File: src/rtl/core/ssr_pkg.sv
// shared types and register map for the substring replace unit
package ssr_pkg;

  // configuration register width and address layout
  localparam int LEN_W      = 5;
  localparam int PAT_W      = 128;
  localparam int CFG_DATA_W = 64;
  localparam int CFG_ADDR_W = 6;

  // register index, taken from paddr bits [5:3]
  typedef enum logic [2:0] {
    REG_SEARCH_LEN  = 3'd0,
    REG_REPLACE_LEN = 3'd1,
    REG_SEARCH_LO   = 3'd2,
    REG_SEARCH_HI   = 3'd3,
    REG_REPLACE_LO  = 3'd4,
    REG_REPLACE_HI  = 3'd5
  } reg_idx_t;

  // configuration as seen by the front end
  typedef struct packed {
    logic [LEN_W-1:0] search_length;
    logic [LEN_W-1:0] replace_length;
    logic [PAT_W-1:0] search_bytes;
    logic [PAT_W-1:0] replace_bytes;
  } cfg_t;

endpackage

File: src/rtl/core/ssr_front.sv
// front end: pending window, pattern compare and burst command build
module ssr_front #(
  parameter int PAT_MAX  = 16,
  parameter int REPL_MAX = 16,
  parameter int BURST    = 16,
  parameter int CW       = 5
) (
  input  logic                clk,
  input  logic                rst_n,
  input  ssr_pkg::cfg_t       cfg,
  input  logic                slen_clear,
  input  logic                in_tvalid,
  output logic                in_tready,
  input  logic [7:0]          in_tdata,
  input  logic                in_tlast,
  input  logic                q_ready,
  output logic                push,
  output logic [BURST*8-1:0]  push_data,
  output logic [CW-1:0]       push_cnt,
  output logic                push_last
);

  localparam int WIN_D = (PAT_MAX > 1) ? PAT_MAX - 1 : 1;
  localparam int NW    = (PAT_MAX > 1) ? $clog2(PAT_MAX) : 1;
  localparam int SLW   = $clog2(PAT_MAX + 1);

  logic [7:0]         win_r [WIN_D];
  logic [NW-1:0]      cnt_r, cnt_nxt;
  logic [SLW-1:0]     slen, slen_m1;
  logic [CW-1:0]      rlen;
  logic [7:0]         cand [PAT_MAX+1];
  logic [PAT_MAX-1:0] ok;
  logic [BURST*8-1:0] cand_flat;
  logic               full, hit, in_fire;

  // ascii case folding, A-Z to a-z
  function automatic logic [7:0] fold(input logic [7:0] c);
    logic [7:0] r;
    r = c;
    if (c >= 8'h41 && c <= 8'h5a) begin
      r = c + 8'h20;
    end
    return r;
  endfunction

  assign in_tready = q_ready;
  assign in_fire   = in_tvalid & q_ready;

  // clamp the configured lengths
  always_comb begin
    if (cfg.search_length == '0) begin
      slen = SLW'(1);
    end else if (cfg.search_length > ssr_pkg::LEN_W'(PAT_MAX)) begin
      slen = SLW'(PAT_MAX);
    end else begin
      slen = SLW'(cfg.search_length);
    end
    if (cfg.replace_length > ssr_pkg::LEN_W'(REPL_MAX)) begin
      rlen = CW'(REPL_MAX);
    end else begin
      rlen = CW'(cfg.replace_length);
    end
  end

  assign slen_m1 = slen - SLW'(1);
  assign full    = (SLW'(cnt_r) == slen_m1);

  // candidate string: pending bytes followed by the new byte
  for (genvar k = 0; k <= PAT_MAX; k++) begin : g_cand
    if (k < PAT_MAX - 1) begin : g_win
      assign cand[k] = (NW'(k) < cnt_r) ? win_r[k] : in_tdata;
    end else begin : g_new
      assign cand[k] = in_tdata;
    end
  end

  // parallel compare, first byte exact, the rest case-folded
  for (genvar k = 0; k < PAT_MAX; k++) begin : g_cmp
    if (k == 0) begin : g_first
      assign ok[k] = (cand[0] == cfg.search_bytes[7:0]);
    end else begin : g_rest
      assign ok[k] = (SLW'(k) >= slen) ||
                     (fold(cand[k]) == fold(cfg.search_bytes[8*k +: 8]));
    end
  end

  assign hit = full & (&ok);

  // flatten candidate bytes for the burst payload
  for (genvar k = 0; k < BURST; k++) begin : g_flat
    if (k < PAT_MAX) begin : g_byte
      assign cand_flat[8*k +: 8] = cand[k];
    end else begin : g_pad
      assign cand_flat[8*k +: 8] = 8'h00;
    end
  end

  // burst command for the back end
  always_comb begin
    push_data = hit ? cfg.replace_bytes[BURST*8-1:0] : cand_flat;
    if (hit) begin
      push_cnt = rlen;
    end else if (in_tlast) begin
      push_cnt = CW'(cnt_r) + CW'(1);
    end else if (full) begin
      push_cnt = CW'(1);
    end else begin
      push_cnt = '0;
    end
    push_last = in_tlast;
    push      = in_fire & ((push_cnt != '0) | in_tlast);
  end

  // pending count update
  always_comb begin
    cnt_nxt = cnt_r;
    if (slen_clear) begin
      cnt_nxt = '0;
    end else if (in_fire) begin
      if (in_tlast || hit) begin
        cnt_nxt = '0;
      end else if (!full) begin
        cnt_nxt = cnt_r + NW'(1);
      end
    end
  end

  always_ff @(posedge clk) begin
    if (!rst_n) begin
      cnt_r <= '0;
    end else begin
      cnt_r <= cnt_nxt;
    end
  end

  // window bytes: shift out the oldest when full, else append
  always_ff @(posedge clk) begin
    if (in_fire) begin
      for (int k = 0; k < WIN_D; k++) begin
        win_r[k] <= full ? cand[k+1] : cand[k];
      end
    end
  end

`ifndef SYNTHESIS
  a_cnt_bound: assert property (@(posedge clk) disable iff (!rst_n)
    SLW'(cnt_r) <= slen_m1)
    else $error("pending count exceeds search length minus one");

  a_last_pushes: assert property (@(posedge clk) disable iff (!rst_n)
    (in_fire && in_tlast) |-> push)
    else $error("last byte accepted without a burst command");
`endif

endmodule

File: src/rtl/core/ssr_queue.sv
// small fifo of burst commands between front and back end
module ssr_queue #(
  parameter int WIDTH = 8,
  parameter int DEPTH = 4
) (
  input  logic             clk,
  input  logic             rst_n,
  input  logic             push,
  input  logic [WIDTH-1:0] push_data,
  output logic             ready,
  input  logic             pop,
  output logic [WIDTH-1:0] pop_data,
  output logic             valid
);

  localparam int PW = (DEPTH > 1) ? $clog2(DEPTH) : 1;
  localparam int CNW = $clog2(DEPTH + 1);

  logic [WIDTH-1:0] mem_r [DEPTH];
  logic [PW-1:0]    wr_ptr_r, rd_ptr_r;
  logic [CNW-1:0]   count_r;
  logic             do_push, do_pop;

  assign ready    = (count_r != CNW'(DEPTH));
  assign valid    = (count_r != '0);
  assign do_push  = push & ready;
  assign do_pop   = pop & valid;
  assign pop_data = mem_r[rd_ptr_r];

  // storage
  always_ff @(posedge clk) begin
    if (do_push) begin
      mem_r[wr_ptr_r] <= push_data;
    end
  end

  // pointers and fill level
  always_ff @(posedge clk) begin
    if (!rst_n) begin
      wr_ptr_r <= '0;
      rd_ptr_r <= '0;
      count_r  <= '0;
    end else begin
      if (do_push) begin
        wr_ptr_r <= (wr_ptr_r == PW'(DEPTH - 1)) ? '0 : wr_ptr_r + PW'(1);
      end
      if (do_pop) begin
        rd_ptr_r <= (rd_ptr_r == PW'(DEPTH - 1)) ? '0 : rd_ptr_r + PW'(1);
      end
      if (do_push && !do_pop) begin
        count_r <= count_r + CNW'(1);
      end else if (do_pop && !do_push) begin
        count_r <= count_r - CNW'(1);
      end
    end
  end

`ifndef SYNTHESIS
  a_fill_bound: assert property (@(posedge clk) disable iff (!rst_n)
    count_r <= CNW'(DEPTH))
    else $error("queue fill level out of range");
`endif

endmodule

File: src/rtl/core/ssr_back.sv
// back end: plays each burst command out one byte per transaction
module ssr_back #(
  parameter int BURST = 16,
  parameter int CW    = 5
) (
  input  logic               clk,
  input  logic               rst_n,
  input  logic               cmd_valid,
  output logic               cmd_pop,
  input  logic [BURST*8-1:0] cmd_data,
  input  logic [CW-1:0]      cmd_cnt,
  input  logic               cmd_last,
  output logic               out_tvalid,
  input  logic               out_tready,
  output logic [7:0]         out_tdata,
  output logic               out_tuser,
  output logic               out_tlast
);

  logic               busy_r;
  logic [BURST*8-1:0] data_r;
  logic [CW-1:0]      rem_r;
  logic               flag_r, last_r;
  logic               out_fire, final_beat;

  assign out_fire   = busy_r & out_tready;
  assign final_beat = (rem_r <= CW'(1));
  assign cmd_pop    = cmd_valid & (!busy_r | (out_fire & final_beat));

  // output view of the current command
  assign out_tvalid = busy_r;
  assign out_tdata  = flag_r ? data_r[7:0] : 8'h00;
  assign out_tuser  = flag_r;
  assign out_tlast  = last_r & final_beat;

  // command state
  always_ff @(posedge clk) begin
    if (!rst_n) begin
      busy_r <= 1'b0;
      rem_r  <= '0;
      flag_r <= 1'b0;
      last_r <= 1'b0;
    end else if (cmd_pop) begin
      busy_r <= 1'b1;
      rem_r  <= cmd_cnt;
      flag_r <= (cmd_cnt != '0);
      last_r <= cmd_last;
    end else if (out_fire) begin
      if (final_beat) begin
        busy_r <= 1'b0;
      end else begin
        rem_r <= rem_r - CW'(1);
      end
    end
  end

  // byte shifter
  always_ff @(posedge clk) begin
    if (cmd_pop) begin
      data_r <= cmd_data;
    end else if (out_fire) begin
      data_r <= data_r >> 8;
    end
  end

`ifndef SYNTHESIS
  a_marker_last: assert property (@(posedge clk) disable iff (!rst_n)
    (out_tvalid && !out_tuser) |-> out_tlast)
    else $error("bare end marker without last");

  a_data_rem: assert property (@(posedge clk) disable iff (!rst_n)
    (busy_r && flag_r) |-> (rem_r != '0))
    else $error("data beat with no bytes remaining");
`endif

endmodule

File: src/rtl/core/stream_substring_replace_unit.sv
// top level of the streaming substring replace unit with its register file
//
// Takes one source byte per transaction (tlast on the final byte) and replaces every leftmost,
// non-overlapping match of the search pattern with the replacement string; the first pattern
// byte must match exactly, the rest match without regard to ascii case. The front end accepts
// one byte per cycle whenever the command queue (QUEUE_DEPTH entries) has room; the back end
// emits one output byte per cycle while out_tready is high; a match yields replace_length
// bytes, an unmatched byte one, and the end of a string flushes up to search_length window
// bytes. tuser on the output is 0 only for a bare end marker, sent when the final input byte
// leaves nothing to emit. Registers sit at byte address 8*index; writing search_length drops
// any pending bytes. Write configuration only while the stream is idle; it is not enforced.
module stream_substring_replace_unit #(
  parameter int PAT_MAX     = 16,
  parameter int REPL_MAX    = 16,
  parameter int QUEUE_DEPTH = 4
) (
  input  logic                           clk,
  input  logic                           rst_n,
  input  logic                           in_tvalid,
  output logic                           in_tready,
  input  logic [7:0]                     in_tdata,   // in_byte
  input  logic                           in_tlast,
  output logic                           out_tvalid,
  input  logic                           out_tready,
  output logic [7:0]                     out_tdata,  // out_byte
  output logic                           out_tuser,  // out_valid
  output logic                           out_tlast,
  input  logic                           cfg_psel,
  input  logic                           cfg_penable,
  input  logic                           cfg_pwrite,
  input  logic [ssr_pkg::CFG_ADDR_W-1:0] cfg_paddr,
  input  logic [ssr_pkg::CFG_DATA_W-1:0] cfg_pwdata,
  output logic [ssr_pkg::CFG_DATA_W-1:0] cfg_prdata,
  output logic                           cfg_pready
);

  localparam int BURST = (PAT_MAX > REPL_MAX) ? PAT_MAX : REPL_MAX;
  localparam int CW    = $clog2(BURST + 1);
  localparam int QW    = BURST * 8 + CW + 1;

  logic [ssr_pkg::LEN_W-1:0]      search_length_r, replace_length_r;
  logic [ssr_pkg::CFG_DATA_W-1:0] search_lo_r, search_hi_r, replace_lo_r, replace_hi_r;
  logic                           cfg_wr, slen_clear;
  logic [2:0]                     cfg_idx;
  ssr_pkg::cfg_t                  cfg;

  logic               push, q_ready, q_valid, q_pop;
  logic [BURST*8-1:0] push_data, pop_data;
  logic [CW-1:0]      push_cnt, pop_cnt;
  logic               push_last, pop_last;

  // apb write decode, zero wait states
  assign cfg_pready = 1'b1;
  assign cfg_idx    = cfg_paddr[5:3];
  assign cfg_wr     = cfg_psel & cfg_penable & cfg_pwrite & cfg_pready;
  assign slen_clear = cfg_wr & (cfg_idx == ssr_pkg::REG_SEARCH_LEN);

  // register file
  always_ff @(posedge clk) begin
    if (!rst_n) begin
      search_length_r  <= ssr_pkg::LEN_W'(1);
      replace_length_r <= '0;
      search_lo_r      <= '0;
      search_hi_r      <= '0;
      replace_lo_r     <= '0;
      replace_hi_r     <= '0;
    end else if (cfg_wr) begin
      case (cfg_idx)
        ssr_pkg::REG_SEARCH_LEN:  search_length_r  <= cfg_pwdata[ssr_pkg::LEN_W-1:0];
        ssr_pkg::REG_REPLACE_LEN: replace_length_r <= cfg_pwdata[ssr_pkg::LEN_W-1:0];
        ssr_pkg::REG_SEARCH_LO:   search_lo_r      <= cfg_pwdata;
        ssr_pkg::REG_SEARCH_HI:   search_hi_r      <= cfg_pwdata;
        ssr_pkg::REG_REPLACE_LO:  replace_lo_r     <= cfg_pwdata;
        ssr_pkg::REG_REPLACE_HI:  replace_hi_r     <= cfg_pwdata;
        default: ;
      endcase
    end
  end

  // register read back
  always_comb begin
    case (cfg_idx)
      ssr_pkg::REG_SEARCH_LEN:  cfg_prdata = ssr_pkg::CFG_DATA_W'(search_length_r);
      ssr_pkg::REG_REPLACE_LEN: cfg_prdata = ssr_pkg::CFG_DATA_W'(replace_length_r);
      ssr_pkg::REG_SEARCH_LO:   cfg_prdata = search_lo_r;
      ssr_pkg::REG_SEARCH_HI:   cfg_prdata = search_hi_r;
      ssr_pkg::REG_REPLACE_LO:  cfg_prdata = replace_lo_r;
      ssr_pkg::REG_REPLACE_HI:  cfg_prdata = replace_hi_r;
      default:                  cfg_prdata = '0;
    endcase
  end

  // configuration bundle for the front end
  always_comb begin
    cfg.search_length  = search_length_r;
    cfg.replace_length = replace_length_r;
    cfg.search_bytes   = {search_hi_r, search_lo_r};
    cfg.replace_bytes  = {replace_hi_r, replace_lo_r};
  end

  ssr_front #(
    .PAT_MAX  (PAT_MAX),
    .REPL_MAX (REPL_MAX),
    .BURST    (BURST),
    .CW       (CW)
  ) u_front (
    .clk        (clk),
    .rst_n      (rst_n),
    .cfg        (cfg),
    .slen_clear (slen_clear),
    .in_tvalid  (in_tvalid),
    .in_tready  (in_tready),
    .in_tdata   (in_tdata),
    .in_tlast   (in_tlast),
    .q_ready    (q_ready),
    .push       (push),
    .push_data  (push_data),
    .push_cnt   (push_cnt),
    .push_last  (push_last)
  );

  ssr_queue #(
    .WIDTH (QW),
    .DEPTH (QUEUE_DEPTH)
  ) u_queue (
    .clk       (clk),
    .rst_n     (rst_n),
    .push      (push),
    .push_data ({push_last, push_cnt, push_data}),
    .ready     (q_ready),
    .pop       (q_pop),
    .pop_data  ({pop_last, pop_cnt, pop_data}),
    .valid     (q_valid)
  );

  ssr_back #(
    .BURST (BURST),
    .CW    (CW)
  ) u_back (
    .clk        (clk),
    .rst_n      (rst_n),
    .cmd_valid  (q_valid),
    .cmd_pop    (q_pop),
    .cmd_data   (pop_data),
    .cmd_cnt    (pop_cnt),
    .cmd_last   (pop_last),
    .out_tvalid (out_tvalid),
    .out_tready (out_tready),
    .out_tdata  (out_tdata),
    .out_tuser  (out_tuser),
    .out_tlast  (out_tlast)
  );

endmodule
File: config.mk
export PLATFORM = sky130hd
export DESIGN_NAME = stream_substring_replace_unit
export DESIGN_NICKNAME = d
export VERILOG_FILES = /design/src/rtl/core/ssr_pkg.sv /design/src/rtl/core/ssr_front.sv /design/src/rtl/core/ssr_queue.sv /design/src/rtl/core/ssr_back.sv /design/src/rtl/core/stream_substring_replace_unit.sv
export SDC_FILE = /design/constraint.sdc
export NUM_CORES = 2
export LEC_CHECK = 0
export ABC_AREA = 1
export BUFFER_PORTS_ARGS = -buffer_cell sky130_fd_sc_hd__buf_2
export CAP_MARGIN = 20
export CORE_MARGIN = 2
export CORE_UTILIZATION = 30
export DETAILED_ROUTE_END_ITERATION = 6
export GPL_TIMING_DRIVEN = 0
export HOLD_SLACK_MARGIN = 0.12
export PLACE_DENSITY_LB_ADDON = 0.25
export SLEW_MARGIN = 15
export SYNTH_ARGS = -nofsm -noshare
export SYNTH_HDL_FRONTEND = slang
export SYNTH_HIERARCHICAL = 1
export SYNTH_SLANG_ARGS = --single-unit
File: constraint.sdc
create_clock -name clk -period 10.38 [get_ports clk]
set_clock_uncertainty 0.1 [all_clocks]
set_input_delay 1.038 -clock clk [delete_from_list [all_inputs] [get_ports clk]]
set_output_delay 1.038 -clock clk [all_outputs]
set_load 0.005 [all_outputs]
Word level (Yosys, flattened, before mapping) --
Memory sizes are Yosys's and may differ from the RTL's. A register that Yosys moved wholly into a read port is not among the register bits. Index checks and enable logic that the tools add are counted. W data, S select, Z words.
Word-level totals: bits in registers 413, bits in writable memories 656, input port bits 86, output and inout port bits 77, logic and storage cells 349, memories 2
Memory list:
- u_queue.mem_r | words 4, bits a word 134, read ports 1, clocked after Yosys merged registers in 1, wr ports 1, RTL line ssr_queue.sv:19 | logic [WIDTH-1:0] mem_r [DEPTH];
- u_front.win_r | words 15, bits a word 8, read ports 15, clocked after Yosys merged registers in 0, wr ports 15, RTL line ssr_front.sv:27 | logic [7:0] win_r [WIN_D];
Operators by class: add/sub/neg operators 38, order comparisons 93, eq/ne operators 27, mux-type cells 89, bitwise operators 15, reductions and logical operators 70
Operator list (count):
- $mux W8 | 61
- $mux W128 | 3
- $pmux W64 S6 | 1
- $add A8 B6 Y8 const B | 30
- $ge A8 B7 Y1 const B | 30
- $le A8 B7 Y1 const B | 30
- $eq A8 B8 Y1 | 16
- $ge A4 B5 Y1 const A | 8
- $mux W5 | 8
- $logic_and A1 B1 Y1 | 32
- $lt A4 B4 Y1 const A | 7
- $ge A3 B5 Y1 const A | 4
- $reduce_and A2 Y1 | 9
- $logic_or A1 B1 Y1 | 16
- $lt A3 B4 Y1 const A | 4
- $reduce_and A16 Y1 | 1
- $and A1 B1 Y1 | 12
- $ge A2 B5 Y1 const A | 2
- $gt A5 B5 Y1 const B | 2
- $reduce_bool A5 Y1 | 2
- $sub A5 B1 Y5 const B | 2
- $lt A1 B4 Y1 const A | 2
- $lt A2 B4 Y1 const A | 2
- $mux W1 | 8
- other kinds (25) | 40

Longest topological paths before layout --
word-level depth 18, mapped depth 40, gate-level depth less buffers 38

Hierarchy --
Netlist, hierarchy kept.
By module, submodules not included:
- ssr_queue | instances 1, cells each 1366, area an instance 20394.6 um^2, seq. area each 16275.6 um^2
- ssr_front | instances 1, cells each 2328, area an instance 13913.3 um^2, seq. area each 3683.5 um^2
- stream_substring_replace_unit | instances 1, cells each 1929, area an instance 12643.4 um^2, seq. area each 5325.1 um^2
- ssr_back | instances 1, cells each 625, area an instance 6023.3 um^2, seq. area each 4003.8 um^2

Least setup slack after synthesis --
No wires, ideal clock.
path kind input -> register, from input in_tdata[6], to memory u_queue/mem_r[0][0] in the netlist's numbering, enable pin, setup time 629 ps, arrival 9183 ps, required time 9651 ps, setup slack 468 ps, stages 19, buffers on the path 2, cells stage by stage buf_2 inv_1 clkbuf_1 o21ai_1 ha_1 nand3b_1 nand3_1 nand2_1 nor2_1 nand2_1 nand2_1 nand2_1 nor2_4 nand2_4 o21ai_1 nor2_1 a21oi_1 nand2_1 nor2_1
Between the ends: longest elaborated chain between the ends 15, elaborated cells between the ends (all ways) 130, those cells by class add/sub (15); order compare (30); eq/ne (16); mux (33); bitwise (4); reduce/logical (32)
Ends and longest elaborated chain:
- from (decl) | RTL line stream_substring_replace_unit.sv:21 | input logic [7:0] in_tdata,
- $mux W8 | RTL line ssr_front.sv:71 | assign cand[k] = (NW'(k) < cnt_r) ? win_r[k] : in_tdata;
- $ge A8 B7 Y1 or $le A8 B7 Y1 (tied branches) | RTL line ssr_front.sv:40 | if (c >= 8'h41 && c <= 8'h5a) begin
- $logic_and A1 B1 Y1 | RTL line ssr_front.sv:40
- $mux W8 | RTL line ssr_front.sv:40
- $eq A8 B8 Y1 | RTL line ssr_front.sv:83 | (fold(cand[k]) == fold(cfg.search_bytes[8*k +: 8]));
- $logic_or A1 B1 Y1 | RTL line ssr_front.sv:82 | assign ok[k] = (SLW'(k) >= slen) ||
- $reduce_and A16 Y1 (*) | RTL line ssr_front.sv:87 | assign hit = full & (&ok);
- $and A1 B1 Y1 (*) | RTL line ssr_front.sv:87
- $mux W5 (*) | RTL line ssr_front.sv:101 | if (hit) begin
- net push_cnt[0] | RTL line stream_substring_replace_unit.sv:49 | logic [CW-1:0] push_cnt, pop_cnt;
- $reduce_bool A5 Y1 (*) | RTL line ssr_front.sv:111 | push = in_fire & ((push_cnt != '0) | in_tlast);
- $or A1 B1 Y1 (*) | RTL line ssr_front.sv:111
- $and A1 B1 Y1 (*) | RTL line ssr_front.sv:111
- net push | RTL line stream_substring_replace_unit.sv:47 | logic push, q_ready, q_valid, q_pop;
- $and A1 B1 Y1 (*) | RTL line ssr_queue.sv:26 | assign do_push = push & ready;
- $mux W1 (*) | RTL line ssr_queue.sv:32 | if (do_push) begin
- $mux W1 (not written as such) (*) | RTL line ssr_queue.sv:33 | mem_r[wr_ptr_r] <= push_data;
- to (decl) | RTL line ssr_queue.sv:19
The timed path passes the listed nets; every way through them passes the cells marked *.

Worst setup path after layout --
from register u_front.cnt_r[1], to memory u_queue/mem_r[0][44] in the netlist's numbering, enable pin
Between the ends: longest elaborated chain between the ends 16, elaborated cells between the ends (all ways) 142, those cells by class add/sub (15); order compare (43); eq/ne (16); mux (34); bitwise (4); reduce/logical (30)
Ends and longest elaborated chain:
- from (decl) | RTL line ssr_front.sv:28 | logic [NW-1:0] cnt_r, cnt_nxt;
- from (signal assigned) | RTL line ssr_front.sv:132 | cnt_r <= cnt_nxt;
- $lt A1 B4 Y1, or another cell as far along | RTL line ssr_front.sv:71
- $mux W8 | RTL line ssr_front.sv:71
- $ge A8 B7 Y1 or $le A8 B7 Y1 (tied branches) | RTL line ssr_front.sv:40
- $logic_and A1 B1 Y1 | RTL line ssr_front.sv:40
- $mux W8 | RTL line ssr_front.sv:40
- $eq A8 B8 Y1 | RTL line ssr_front.sv:83
- $logic_or A1 B1 Y1 | RTL line ssr_front.sv:82
- $reduce_and A16 Y1 | RTL line ssr_front.sv:87
- [... 2 more ...]
- net push_cnt[0] | RTL line stream_substring_replace_unit.sv:49
- $reduce_bool A5 Y1 (*) | RTL line ssr_front.sv:111
- $or A1 B1 Y1 (*) | RTL line ssr_front.sv:111
- $and A1 B1 Y1 (*) | RTL line ssr_front.sv:111
- net push | RTL line stream_substring_replace_unit.sv:47
- $and A1 B1 Y1 (*) | RTL line ssr_queue.sv:26
- $mux W1 (*) | RTL line ssr_queue.sv:32
- $mux W1 (not written as such) (*) | RTL line ssr_queue.sv:33
Marked as above.

==> impl_metrics.tcl <==
set metrics [dict create \
    status "finished clean" \
    synth_ff_type "edfxtp_1" \
    mappedNetlistArea_mm2 0.0530 \
    grt_max_degree 70 \
    dp_hpwl_um 182000 \
    core_area_mm2 0.176 \
    clk-insertion-delay-late_ns 0.80 \
    yosysTopAreaCellShare_pct 44.4 \
    die-area_mm2 0.180 \
    grt_use_total_pct 25.5 \
    crit_required_ns 10.75 \
    yosysSeqAreaShare_pct 55.3 \
    yosysWarnings 6 \
    drtAntennaViolNets 0 \
    finalCritPeriodShare_pct 81.4 \
    wire_per_inst_um 26.3 \
    ys_types 57 \
    clockRootBuffer "clkbuf_16" \
    grt_pass1_wl_um 327000 \
    n_fill_cell 18400 \
    critPathKind "reg -> reg" \
    synth_area_leader_cell "edfxtp_1" \
    r2r-start "u_front/cnt_r[1]" \
    post_drt_via_cell_ratio 5.23 \
    ios 163 \
    period_needed_ns 8.45 \
    grt_remaining_overflow 0 \
    areaGrowthSynthToFinish_pct 16.6 \
    synth_edf_count 784 \
    cts_setup_buffers 0 \
    finalHoldViolations 0 \
    grt_pass1_vias 43300 \
    dp_slack_ns 2.10 \
    dr.pass1.iters 6 \
    synth_common_cells "nand2_1, nor2_1, edfxtp_1" \
    synth_area_per_cell_um2 8.48 \
    clock_path_buffers 3 \
    r2r-end "u_queue/mem_r[0][44]" \
    drt_wl_total_um 237000 \
    maxCapViolations 0 \
    place.gp.congestion 1.04 \
    end_kind "flop" \
    drt_iter0_drc 5819 \
    cp-start-kind "flop" \
    cts_inserted_buffers 119 \
    port_buffers 153 \
    p_leak_nw 24.7 \
    min_path_type "reg -> reg" \
    cts_tree "yes" \
    rsz0062_at_grt "false" \
    vdd_drop_max_v 0.000160 \
    clk_pin_slew_ns 0.06 \
    num_rows 154 \
    setup_violations 0 \
    post-synth-top-count-cell "nand2_1" \
    clock-sinks 1071 \
    cts_resized 0 \
    crit_path_end "u_queue/mem_r[0][44]" \
    fin_area_mm2 0.0617 \
    critPathArrivalTime_ns 8.82 \
    regArea_mm2 0.0293 \
    hold_buffers 0 \
    placed_cell_area_mm2 0.0576 \
    drv_slew 0 \
    worst_slack_ns 1.93 \
    drc 0 \
    initial_utilization_pct 30.1 \
    relSlewSlack_pct 17.0 \
    cp_max_fo 22 \
    layout-drive-gt1-share_pct 10.4 \
    r2r_cells 25 \
    hold_ws_ns 0.382 \
    power.total_mw 16.3 \
    cp-startpoint "u_front/cnt_r[1]" \
    yosys-top-cells-area "edfxtp_1, nand2_1, dfxtp_1, nor2_1, o21ai_0" \
    cellPowerDensity_mw_per_mm2 264 \
    netlist_instances 6248 \
    h-tree-depth 3 \
    r2r_slack_ns 1.93 \
    antenna_found_initial 18 \
    die_width_um 424 \
    vias 47100 \
    multi_input_area_mm2 0.0199 \
    ys_async_sr_fraction_pct 0 \
    fmax_mhz 118 \
    nNetsFinal 6695 \
    syn-num-nets 6380 \
    tightest_slew_ns 1.25 \
    yosys_register_bits 1071 \
    die_h_um 424 \
]
[power by group]
group | switching [mW] | internal (mW) | leakage (nW)
Clock | 1.86 | 2.67 | 2.00
Combinational | 4.14 | 1.53 | 13.1
Sequential | 0.259 | 5.84 | 9.66
[worst min path at each step]
stage | end | start | cells past startpoint
floorplan | u_back/last_r | u_back/last_r | 2
global placement | u_back/last_r | u_back/last_r | 2
detailed placement | u_back/last_r | u_back/last_r | 2
CTS | u_back/data_r[87] | u_back/data_r[95] | 2
global route | u_back/data_r[87] | u_back/data_r[95] | 2
finish | u_back/data_r[87] | u_back/data_r[95] | 2
[worst max-delay path: stages, from the launching register on]
cell and delay (ns):
dfxtp_1 0.32, buf_2 0.28, inv_1 0.25, ha_1 0.84
nand2_1 0.34, clkbuf_1 0.32, o21ai_0 0.77, xnor2_1 0.21
nand2_1 0.08, nor2_1 0.12, nand3_1 0.28, a21oi_1 0.41
nand3_1 0.12, nor2_1 0.13, nand2_1 0.09, nor2_4 0.31
nand2_4 0.16, o21ai_1 0.39, nor2_1 0.12, a21oi_1 0.41
nand2_1 0.35, nor2_4 0.68, buf_12 0.28, buf_12 0.22
buf_12 0.22, buf_12 0.20
[registers in the layout, summed over array words and instances, names as in the netlist, 64 cells and up, named ones only]
name / count
u_queue/mem_r: 536
u_back/data_r: 128
u_front/win_r: 120
replace_hi_r: 64
replace_lo_r: 64
search_hi_r: 64
search_lo_r: 64
[final cells by class]
type | instances | share of cell area, %
clock buffers | 162 | 5.33
multi-input cells | 4390 | 32.2
plain buffers | 365 | 3.66
clock inverters | 58 | 1.36
well taps | 2340 | 4.74
repair buffers | 194 | 2.63
inverters | 422 | 2.61
diodes | 8 | 0.0324
flip-flops and latches | 1071 | 47.4
[layer usage]
metal / track usage (%) / share of wire (%) / vias to the layer above
met1: 33.9 / 42 / 22900
met5: 0 / 0.020 / -
met4: 14.1 / 6.0 / 8
li1: - / - / 21500
met2: 39.5 / 44 / 2173
met3: 4.44 / 7.9 / 429
[cell families after synthesis]
| kind of cell | synth area share (%) |
|---|---|
| compound gates | 8.23 |
| xor+xnor | 1.04 |
| fa+ha+maj | 1.10 |
| buf+inv | 7.27 |
| flops | 55.3 |
| mux | 0.0189 |
| other cells | 0.00708 |
| simple gates | 27.0 |
[cell usage in the layout (no fill, tap or decap), drive strengths merged, types with 4 or more instances in the layout]
cell      instances
nand2          1827
nor2           1026
edfxtp          784
o21ai           631
buf             433
inv             421
nand3           326
clkbuf          288
dfxtp           287
nand4           243
o22ai           139
ha               45
xor2             37
clkinv           37
xnor2            26
a21oi            22
bufinv           18
nand3b           17
nor3             17
or2               9
diode             8
clkinvlp          4
[through the flow]
step / util (%) / std cells / setup TNS [ns]
floorplan: - / 6248 / 0
global placement: 32.2 / 8741 / -4252.92
detailed placement: 32.8 / 8781 / 0
CTS: 35.1 / 9001 / 0
global route: 35.1 / 9003 / 0
finish: 35.1 / 9010 / 0
(Power assumes the default switching activity.)
